## src/rtl/core/ttip_pkg.sv

```systemverilog
`timescale 1ns / 1ps
// ----------------------------------------------------------------------------
// ttip_pkg
// Shared widths, character codes and types of the text-to-integer parser.
// ----------------------------------------------------------------------------
package ttip_pkg;

   localparam int CharWidth  = 8;
   localparam int ValueWidth = 64;
   localparam int DigitWidth = 5;
   localparam int WideWidth  = ValueWidth + 4;

   localparam logic [CharWidth-1:0] CH_MINUS = 8'h2D;
   localparam logic [CharWidth-1:0] CH_PLUS  = 8'h2B;
   localparam logic [CharWidth-1:0] CH_LX    = 8'h78;
   localparam logic [CharWidth-1:0] CH_UX    = 8'h58;
   localparam logic [CharWidth-1:0] CH_LB    = 8'h62;
   localparam logic [CharWidth-1:0] CH_UB    = 8'h42;
   localparam logic [CharWidth-1:0] CH_ZERO  = 8'h30;
   localparam logic [CharWidth-1:0] CH_ONE   = 8'h31;
   localparam logic [CharWidth-1:0] CH_NINE  = 8'h39;
   localparam logic [CharWidth-1:0] CH_LA    = 8'h61;
   localparam logic [CharWidth-1:0] CH_LF    = 8'h66;
   localparam logic [CharWidth-1:0] CH_UA    = 8'h41;
   localparam logic [CharWidth-1:0] CH_UF    = 8'h46;

   localparam logic [DigitWidth-1:0] NOT_A_DIGIT = 5'd16;

   typedef enum logic [3:0] {
      PH_START  = 4'b0001,
      PH_SIGNED = 4'b0010,
      PH_ZERO   = 4'b0100,
      PH_DIGITS = 4'b1000
   } phase_type;

   typedef enum logic [1:0] {
      RX_DEC = 2'd0,
      RX_HEX = 2'd1,
      RX_BIN = 2'd2
   } radix_type;

   function automatic logic [DigitWidth-1:0] digit_value(input logic [CharWidth-1:0] c,
                                                         input radix_type rx);
      logic [DigitWidth-1:0] d;
      d = NOT_A_DIGIT;
      if (rx == RX_BIN) begin
         if (c == CH_ZERO || c == CH_ONE) begin
            d = DigitWidth'(c - CH_ZERO);
         end
      end else if (c >= CH_ZERO && c <= CH_NINE) begin
         d = DigitWidth'(c - CH_ZERO);
      end else if (rx == RX_HEX) begin
         if (c >= CH_LA && c <= CH_LF) begin
            d = DigitWidth'(c - CH_LA) + DigitWidth'(10);
         end else if (c >= CH_UA && c <= CH_UF) begin
            d = DigitWidth'(c - CH_UA) + DigitWidth'(10);
         end
      end
      return d;
   endfunction

endpackage

```

## src/rtl/core/ttip_if.sv

```systemverilog
`timescale 1ns / 1ps
// ----------------------------------------------------------------------------
// ttip_req_if / ttip_rsp_if
// Valid/ready channels carrying characters in and parsed values out.
// ----------------------------------------------------------------------------
interface ttip_req_if import ttip_pkg::*; ();
   logic                 valid;
   logic                 ready;
   logic [CharWidth-1:0] char_code;
   logic                 final_char;
   logic                 empty_text;

   modport source (output valid, output char_code, output final_char,
                   output empty_text, input ready);
   modport sink   (input valid, input char_code, input final_char,
                   input empty_text, output ready);
endinterface

interface ttip_rsp_if import ttip_pkg::*; ();
   logic                  valid;
   logic                  ready;
   logic [ValueWidth-1:0] number_bits;
   logic                  parse_ok;

   modport source (output valid, output number_bits, output parse_ok, input ready);
   modport sink   (input valid, input number_bits, input parse_ok, output ready);
endinterface

```

## src/rtl/core/text_to_integer_parser_unit.sv

```systemverilog
`timescale 1ns / 1ps
// ----------------------------------------------------------------------------
// text_to_integer_parser_unit
// Streaming parser of signed decimal, 0x hex and 0b binary numerals.
// ----------------------------------------------------------------------------
// Usage:
//   req carries one ASCII character per transaction, with final_char on the
//   last character of a numeral, or empty_text for a zero-length numeral.
//   rsp carries one transaction per numeral: number_bits (two's complement,
//   zero on failure) and parse_ok.
//   One character is accepted per cycle, sustained while no result is stalled.
//   The result appears in the cycle after the final character is accepted.
//   The result register is the only buffer: while it holds a result that the
//   receiver stalls, req.ready stays low; it rises again the cycle the result
//   is taken (ready = !rsp.valid || rsp.ready).
//   The per-character work is a shift-add by 2, 10 or 16 with overflow check
//   on the 64-bit accumulator.
//   Reset returns the parser to the start of a numeral and empties rsp.
// ----------------------------------------------------------------------------
module text_to_integer_parser_unit import ttip_pkg::*; (
   input  logic      clock,
   input  logic      reset,
   ttip_req_if.sink   req,
   ttip_rsp_if.source rsp
);

   phase_type             phase_ff, phase_in;
   radix_type             radix_ff, radix_in;
   logic                  neg_ff, neg_in;
   logic                  ok_ff, ok_in;
   logic [ValueWidth-1:0] acc_ff, acc_in;
   logic                  rsp_valid_ff;
   logic [ValueWidth-1:0] number_ff, number_in;
   logic                  parse_ok_ff, parse_ok_in;

   logic                  accept;
   logic                  do_digit;
   logic                  out_load;
   logic [DigitWidth-1:0] digit;
   logic [WideWidth-1:0]  acc_wide;
   logic [WideWidth-1:0]  product;
   logic [WideWidth-1:0]  sum;

   assign req.ready = !rsp_valid_ff || rsp.ready;
   assign accept    = req.valid && req.ready;

   assign digit    = digit_value(req.char_code, radix_ff);
   assign acc_wide = WideWidth'(acc_ff);

   always_comb begin
      case (radix_ff)
         RX_HEX:  product = acc_wide << 4;
         RX_BIN:  product = acc_wide << 1;
         default: product = (acc_wide << 3) + (acc_wide << 1);
      endcase
   end

   assign sum = product + WideWidth'(digit);

   always_comb begin
      phase_in    = phase_ff;
      radix_in    = radix_ff;
      neg_in      = neg_ff;
      ok_in       = ok_ff;
      acc_in      = acc_ff;
      do_digit    = 1'b0;
      out_load    = 1'b0;
      number_in   = '0;
      parse_ok_in = 1'b0;
      if (accept) begin
         if (req.empty_text) begin
            out_load = 1'b1;
         end else begin
            case (phase_ff)
               PH_START: begin
                  if (req.char_code == CH_MINUS) begin
                     neg_in   = 1'b1;
                     phase_in = PH_SIGNED;
                  end else if (req.char_code == CH_PLUS) begin
                     phase_in = PH_SIGNED;
                  end else if (req.char_code == CH_ZERO) begin
                     phase_in = PH_ZERO;
                  end else begin
                     do_digit = 1'b1;
                  end
               end
               PH_SIGNED: begin
                  if (req.char_code == CH_ZERO) begin
                     phase_in = PH_ZERO;
                  end else begin
                     do_digit = 1'b1;
                  end
               end
               PH_ZERO: begin
                  if (req.char_code == CH_LX || req.char_code == CH_UX) begin
                     radix_in = RX_HEX;
                     phase_in = PH_DIGITS;
                  end else if (req.char_code == CH_LB || req.char_code == CH_UB) begin
                     radix_in = RX_BIN;
                     phase_in = PH_DIGITS;
                  end else begin
                     do_digit = 1'b1;
                  end
               end
               default: do_digit = 1'b1;
            endcase
            if (do_digit) begin
               phase_in = PH_DIGITS;
               if (ok_ff) begin
                  if (digit == NOT_A_DIGIT || |sum[WideWidth-1:ValueWidth]) begin
                     ok_in = 1'b0;
                  end else begin
                     acc_in = sum[ValueWidth-1:0];
                  end
               end
            end
            if (req.final_char) begin
               out_load    = 1'b1;
               parse_ok_in = ok_in;
               if (ok_in) begin
                  number_in = neg_in ? (~acc_in + ValueWidth'(1)) : acc_in;
               end
            end
         end
         if (out_load) begin
            phase_in = PH_START;
            radix_in = RX_DEC;
            neg_in   = 1'b0;
            ok_in    = 1'b1;
            acc_in   = '0;
         end
      end
   end

   always_ff @(posedge clock) begin
      if (reset) begin
         phase_ff     <= PH_START;
         radix_ff     <= RX_DEC;
         neg_ff       <= 1'b0;
         ok_ff        <= 1'b1;
         acc_ff       <= '0;
         rsp_valid_ff <= 1'b0;
      end else begin
         phase_ff <= phase_in;
         radix_ff <= radix_in;
         neg_ff   <= neg_in;
         ok_ff    <= ok_in;
         acc_ff   <= acc_in;
         if (out_load) begin
            rsp_valid_ff <= 1'b1;
         end else if (rsp.ready) begin
            rsp_valid_ff <= 1'b0;
         end
      end
   end

   always_ff @(posedge clock) begin
      if (out_load) begin
         number_ff   <= number_in;
         parse_ok_ff <= parse_ok_in;
      end
   end

   assign rsp.valid       = rsp_valid_ff;
   assign rsp.number_bits = number_ff;
   assign rsp.parse_ok    = parse_ok_ff;

`ifndef SYNTHESIS
   a_no_overwrite: assert property (@(posedge clock) disable iff (reset)
      rsp_valid_ff && !rsp.ready |-> !req.ready)
      else $error("input taken while result stalled");

   a_fail_is_zero: assert property (@(posedge clock) disable iff (reset)
      rsp_valid_ff && !parse_ok_ff |-> number_ff == '0)
      else $error("failed parse with nonzero value");

   a_end_clears: assert property (@(posedge clock) disable iff (reset)
      accept && (req.final_char || req.empty_text)
      |=> rsp_valid_ff && phase_ff == PH_START && acc_ff == '0 && ok_ff)
      else $error("numeral end did not deliver and clear");

   a_radix_code: assert property (@(posedge clock) disable iff (reset)
      radix_ff != RX_DEC |-> phase_ff == PH_DIGITS)
      else $error("prefix radix outside digit phase");
`endif

endmodule

```

## src/flat_wrapper.sv

```systemverilog
// flat-port wrapper written by rule: the top's interface ports become plain ports
module text_to_integer_parser_unit_flat import ttip_pkg::*;
  (clock, reset, req_valid, req_char_code, req_final_char, req_empty_text, req_ready, rsp_valid, rsp_number_bits, rsp_parse_ok, rsp_ready);
  ttip_req_if req_i ();
  ttip_rsp_if rsp_i ();
  input  logic clock;
  input  logic reset;
  input wire logic [$bits(req_i.valid)-1:0] req_valid;
  input wire logic [$bits(req_i.char_code)-1:0] req_char_code;
  input wire logic [$bits(req_i.final_char)-1:0] req_final_char;
  input wire logic [$bits(req_i.empty_text)-1:0] req_empty_text;
  output wire logic [$bits(req_i.ready)-1:0] req_ready;
  output wire logic [$bits(rsp_i.valid)-1:0] rsp_valid;
  output wire logic [$bits(rsp_i.number_bits)-1:0] rsp_number_bits;
  output wire logic [$bits(rsp_i.parse_ok)-1:0] rsp_parse_ok;
  input wire logic [$bits(rsp_i.ready)-1:0] rsp_ready;
  assign req_i.valid = req_valid;
  assign req_i.char_code = req_char_code;
  assign req_i.final_char = req_final_char;
  assign req_i.empty_text = req_empty_text;
  assign req_ready = req_i.ready;
  assign rsp_valid = rsp_i.valid;
  assign rsp_number_bits = rsp_i.number_bits;
  assign rsp_parse_ok = rsp_i.parse_ok;
  assign rsp_i.ready = rsp_ready;
  text_to_integer_parser_unit u_core (.clock(clock), .reset(reset), .req(req_i), .rsp(rsp_i));
endmodule
```

## config.mk

```make
export PLATFORM = sky130hd
export DESIGN_NAME = text_to_integer_parser_unit_flat
export DESIGN_NICKNAME = d
export VERILOG_FILES = /design/src/rtl/core/ttip_pkg.sv /design/src/rtl/core/ttip_if.sv /design/src/rtl/core/text_to_integer_parser_unit.sv /design/src/flat_wrapper.sv
export SDC_FILE = /design/constraint.sdc
export NUM_CORES = 1
export LEC_CHECK = 0
export ABC_AREA = 1
export BUFFER_PORTS_ARGS = -buffer_cell sky130_fd_sc_hd__buf_2
export CAP_MARGIN = 20
export CORE_AREA = 2 2 191 193
export CTS_CLUSTER_SIZE = 12
export DETAILED_ROUTE_END_ITERATION = 10
export DIE_AREA = 0 0 193 195
export PLACE_DENSITY = 0.67
export REMOVE_ABC_BUFFERS = 1
export SLEW_MARGIN = 20
export SYNTH_ARGS = -nofsm -noshare
export SYNTH_HDL_FRONTEND = slang
export SYNTH_SLANG_ARGS = --single-unit
```

## constraint.sdc

```tcl
create_clock -name clock -period 14.2 [get_ports clock]
set_input_delay 2.84 -clock clock [delete_from_list [all_inputs] [get_ports clock]]
set_output_delay 2.84 -clock clock [all_outputs]
set_load 0.05 [all_outputs]
```

# ---- Yosys cells after proc, flatten, opt, wreduce, memory -nomap -nowiden
# Index checks and enable logic that the tools add are counted.
dict set report totals {
  ff_bits 138
  input_bits 14
  out_inout_bits 67
  word_cells 118
}
dict set report op_classes {
  n_lt_le_gt_ge 6
  n_mux 56
  bitwise_logic 4
  n_reduce_logical 20
  eq_ne 16
  addsub 8
}
# op count
set ops {}
lappend ops {{$mux 64} 8}
lappend ops {{$pmux 68 s2} 1}
lappend ops {{$add 67x65->68} 1}
lappend ops {{$add 68x5->68} 1}
lappend ops {{$add 64x1->64 const B} 1}
lappend ops {{$not 64->64} 1}
lappend ops {{$eq 8x6->1 const B} 4}
lappend ops {{$eq 8x7->1 const B} 4}
lappend ops {{$mux 4} 8}
lappend ops {{$mux 5} 6}
lappend ops {{$mux 1} 26}
lappend ops {{$ge 8x7->1 const B} 2}
lappend ops {{$le 8x7->1 const B} 2}
lappend ops {{$pmux 4 s3} 1}
lappend ops {{$add 5x4->5 const B} 2}
lappend ops {{$mux 2} 5}
lappend ops {{$sub 5x1->5 const B} 2}
lappend ops {{$ge 8x6->1 const B} 1}
lappend ops {{$le 8x6->1 const B} 1}
lappend ops {{$reduce_and 4->1} 2}
lappend ops {{$reduce_or 4->1} 2}
lappend ops {{$eq 5x5->1 const B} 1}
lappend ops {{$logic_or 1x1->1} 5}
lappend ops {{$ne 5x1->1 const B} 1}
lappend ops {{other kinds (16)} 22}

# ---- Depth between registers and ports, before layout
dict set report depth {
  depth_word 18
  depth_mapped 44
  ltp_nobuf 42
}

# ---- Worst setup path after synthesis
# OpenSTA, ideal clock, no wires.
dict set report synth_path {
  kind {input to register}
  start {input port req_char_code[0]}
  end {register u_core.number_ff[48], in the netlist u_core.rsp.number_bits[48] (data pin)}
  arrival_time_ps 7516
  path_slack_ps 6429
  cell_stages 39
  path_cell_list {inv_1 ha_1 a21oi_1 o21ai_0 nand3_1 nor2_1 a21oi_1 o22ai_1 ha_1 fa_1 a21oi_1 o21a_1 nor2_1 nand3_1 nor2_2 nand2_1 nor2_4 nand3_2 (+3 left out) nand3_2 nor3_2 nor2_4 nor2_8 nand2_4 buf_6 buf_6 o21ai_4 ha_1 nand3_1 nor2_1 nand2_1 nand2_2 nand3_4 nor2_4 nand3_1 nand2_1 nor2_1}
}
dict set report synth_via {
  elab_chain_cells 18
  word_cells_on_any_way 62
  cone_classes {add/sub: 7; order compare: 6; eq/ne: 9; mux: 29; bitwise: 2; reduce/logical: 9}
}
# item line_no
set synth_lines {}
lappend synth_lines {{start: declaration} flat_wrapper.sv:9} ;# input wire logic [$bits(req_i.char_code)-1:0] req_char_code;
lappend synth_lines {{$sub 5x1->5 (tied with other cells)} {ttip_pkg.sv:54, ttip_pkg.sv:56}}
lappend synth_lines {{$add 5x4->5 or $logic_and 1x1->1 (tied branches)} {ttip_pkg.sv:54, ttip_pkg.sv:56, ttip_pkg.sv:55}}
lappend synth_lines {{$mux 5} ttip_pkg.sv:55} ;# end else if (c >= CH_UA && c <= CH_UF) begin
lappend synth_lines {{$mux 5} ttip_pkg.sv:53} ;# if (c >= CH_LA && c <= CH_LF) begin
lappend synth_lines {{$mux 5} ttip_pkg.sv:52} ;# end else if (rx == RX_HEX) begin
lappend synth_lines {{$mux 5} ttip_pkg.sv:50} ;# end else if (c >= CH_ZERO && c <= CH_NINE) begin
lappend synth_lines {{$mux 5} ttip_pkg.sv:46} ;# if (rx == RX_BIN) begin
lappend synth_lines {{$add 68x5->68} text_to_integer_parser_unit.sv:58} ;# assign sum = product + WideWidth'(digit);
lappend synth_lines {{(+2 left out)} -}
lappend synth_lines {{$mux 64} text_to_integer_parser_unit.sv:110} ;# if (digit == NOT_A_DIGIT || |sum[WideWidth-1:ValueWidth]) begin
lappend synth_lines {{$mux 64} text_to_integer_parser_unit.sv:109} ;# if (ok_ff) begin
lappend synth_lines {{$mux 64} text_to_integer_parser_unit.sv:107} ;# if (do_digit) begin
lappend synth_lines {{$mux 64} text_to_integer_parser_unit.sv:71} ;# if (req.empty_text) begin
lappend synth_lines {{$mux 64} text_to_integer_parser_unit.sv:70} ;# if (accept) begin
lappend synth_lines {{$not 64->64} text_to_integer_parser_unit.sv:121} ;# number_in = neg_in ? (~acc_in + ValueWidth'(1)) : acc_in;
lappend synth_lines {{$add 64x1->64} text_to_integer_parser_unit.sv:121}
lappend synth_lines {{$mux 64} text_to_integer_parser_unit.sv:121}
lappend synth_lines {{end signal: assignment} text_to_integer_parser_unit.sv:159} ;# number_ff <= number_in;
lappend synth_lines {{end: declaration} text_to_integer_parser_unit.sv:33} ;# logic [ValueWidth-1:0] number_ff, number_in;
# Parallel ways exist; a longest one is shown, timed or not. The select of a mux whose other input is x is not followed.
# A chain may end at the register's enable or synchronous reset.

# ---- Worst setup path after layout
dict set report layout_path {
  start {input port req_char_code[0]}
  end {register u_core.number_ff[63], in the netlist u_core.rsp.number_bits[63] (data pin)}
}
# The elaborated chain is that of the path after synthesis.

==> results.json <==
{
  "cts_hold_buffers": 0,
  "cts_setup_buffers": 0,
  "ys.flop_type": "dfxtp_1",
  "clk_path_buf_depth": 2,
  "critPathSlowestCell": "buf_4",
  "synth_top_area_cell": "nand2_1",
  "clock-sinks": 138,
  "synth.top_cells.by_area": "nand2_1 (25%), edfxtp_1 (11%), inv_1 (9.9%), dfxtp_1 (8.3%), nor2_1 (7.6%)",
  "die_w_um": 193,
  "synth_top_family_by_area": "simple AND/OR/NAND/NOR gates",
  "globalplace.congestion": 1.06,
  "drv_slew": 0,
  "critPathRequiredTime_ps": 14400,
  "synth.avg_cell_area_um2": 5.57,
  "hp-class": "reg -> reg",
  "syn_area_mm2": 0.0175,
  "reg2reg_slack_ps": 6830,
  "via_per_inst": 5.44,
  "period_minus_slack_ps": 9080,
  "cap_violations": 0,
  "grt_first_pass_wirelength_um": 98600,
  "max_freq_ghz": 0.110,
  "seq_area_frac_synth_pct": 19.5,
  "first_iter_violations": 1688,
  "power_mw": 1.18,
  "cts_buffers": 17,
  "cpPeakStageDelay_ps": 610,
  "netlist_instances": 3147,
  "synth.area.mux_share_pct": 0,
  "ys_types": 53,
  "diodes": 0,
  "pwr_density_cell_mw_per_mm2": 62.6,
  "clk_latency_ps": 450,
  "num-fill-cells": 3839,
  "overflow": 0,
  "initial_utilization_pct": 49.5,
  "worst_setup_path_end_kind": "flop",
  "cts.clk_slew.worst_paths_ps": 70,
  "outcome": "finished clean",
  "path_max_fanout": 67,
  "synthArstFlopShare_pct": 0,
  "start_kind": "input pin",
  "drt_pre_antenna_iters": 6,
  "nets": 3269,
  "crit_arrival_ps": 9280,
  "cts_root_buf": "clkbuf_16",
  "setup.worst_path.class": "in -> reg",
  "synth-simple-area-share_pct": 47.0,
  "final_common_cell": "nand2_1",
  "grt_use_total_pct": 33.5,
  "power.leakage_nw": 9.34,
  "wl_per_cell_um": 17.1,
  "synth_warnings": 0,
  "num_rows": 69,
  "synth_compound_area_share_pct": 12.5,
  "worst_clock_skew_ps": 10.8,
  "tightest_slew_ps": 972,
  "drcViolationCount": 0,
  "vias": 19900,
  "cts_tree": "built",
  "rsz0062_at_grt": "no",
  "dieHeight_um": 195,
  "area_growth_pct": 7.64,
  "yosys.area_share.adder_pct": 5.51,
  "postRouteAntennaNets": 0,
  "port_buffers": 80,
  "setup_viol": 0,
  "htreeDepth": 4,
  "synth_seq_cells": 138,
  "cts.repair.resized": 0,
  "layout_common_cells": "nand2_1 (1174), inv_1 (462), nor2_1 (351), nand3_1 (206), a21oi_1 (178)",
  "fin_setup_tns_ps": 0,
  "ir_drop_uv": 92.3,
  "die_area_mm2": 0.0376,
  "fin_crit_sh_pct": 64.0,
  "wl_um": 62400,
  "ioPinCount": 81,
  "grt_pass1_vias": 18400,
  "relSlewSlack_pct": 35.1,
  "drive_above_1_share_pct": 8.36,
  "crit_path_frequent_cell": "nand2_1",
  "finalHoldViolations": 0,
  "core_mm2": 0.0354,
  "synth_xor_area_share_pct": 2.95,
  "post-dp-hpwl_um": 51300,
  "grt_max_degree": 75,
  "synth_edf_count": 65,
  "antenna_found_initial": 0,
  "synth_top_area_share_pct": 25.2
}
==> path summary, 6_finish.rpt <==
kind | cells after the start | startpoint | endpoint
max | 43 | req_char_code[0] | u_core.rsp.number_bits[63]$_SDFFCE_PP0P_
min | 2 | u_core.phase_ff[3]$_SDFFE_PP0P_ | u_core.phase_ff[3]$_SDFFE_PP0P_
max reg2reg | 38 | u_core.radix_ff[0]$_SDFFE_PP0P_ | u_core.rsp.number_bits[63]$_SDFFCE_PP0P_
min reg2reg | 2 | u_core.phase_ff[3]$_SDFFE_PP0P_ | u_core.phase_ff[3]$_SDFFE_PP0P_
==> metal layers <==
metal / vias to the layer above / part of all wire [%] / global-route usage, %
li1: 10000 / - / -
met1: 9041 / 47 / 48.4
met2: 721 / 43 / 52.4
met3: 79 / 6.8 / 3.11
met4: 0 / 2.9 / 10.8
met5: - / 0 / 0
==> state kept, by name, indices dropped and copies added, names as in the netlist <==
signal                  flops
u_core.ok_ff                1
u_core.acc_ff              64
u_core.radix_ff             2
u_core.rsp.parse_ok         1
u_core.phase_ff             4
u_core.neg_ff               1
u_core.rsp.number_bits     64
u_core.rsp.valid            1
==> logic make-up after synthesis <==
group,count (synthesis)
AND/OR/NAND/NOR,1939
XOR/XNOR,59
AO/OA/AOI/OAI,374
adder cells (fa/ha/maj),76
buffers and inverters,561
flip-flops,138
==> power breakdown <==
part	switching [mW]	internal, mW
logic	0.197	0.0664
registers	0.00440	0.426
clock network	0.191	0.297
==> final cells by class <==
cell class | instances | area [um2] | area share [%]
clock buffers | 17 | 425 | 2.26
clock inverters | 15 | 210 | 1.11
inverters | 483 | 1810 | 9.61
multi-input cells | 2448 | 11900 | 63.3
flip-flops and latches | 138 | 3410 | 18.1
well taps | 461 | 577 | 3.06
repair buffers | 91 | 483 | 2.56
==> synth_stat cells, drive strengths merged (2+ instances only) <==
library cell and instances:
a21o 2, a21oi 180, a221o 26, and2 6, buf 41, clkbuf 37, clkinv 4, dfxtp 73
edfxtp 65, fa 2, ha 74, inv 479, nand2 1207, nand3 226, nand3b 8, nand4 46
nor2 398, nor3 36, nor4 6, o211ai 11, o21a 5, o21ai 124, o21bai 4, o221ai 4
o22ai 13, or2 4, xnor2 26, xor2 33
==> stage by stage <==
| step | hold WS, ps | worst slack (ps) | area, um2 | instances | utilization (%) |
|---|---|---|---|---|---|
| global route | 527 | 4510 | 18900 | 3653 | 53.3 |
| detailed placement | 484 | 4820 | 18200 | 3621 | 51.5 |
| global placement | 475 | 5030 | 18200 | 3621 | 51.5 |
| CTS | 495 | 5250 | 18900 | 3653 | 53.3 |
| floorplan | 451 | 5540 | 17100 | 3069 | - |
| finish | 499 | 5120 | 18900 | 3653 | 53.3 |
==> worst max-delay path: cells and delay by family <==
| family | cells | cell delay [ps] |
|---|---|---|
| simple gates | 29 | 3620 |
| compound gates | 6 | 690 |
| buf+inv | 5 | 1420 |
| fa+ha+maj | 3 | 660 |
No activity file was read; power rests on OpenSTA's default activity.
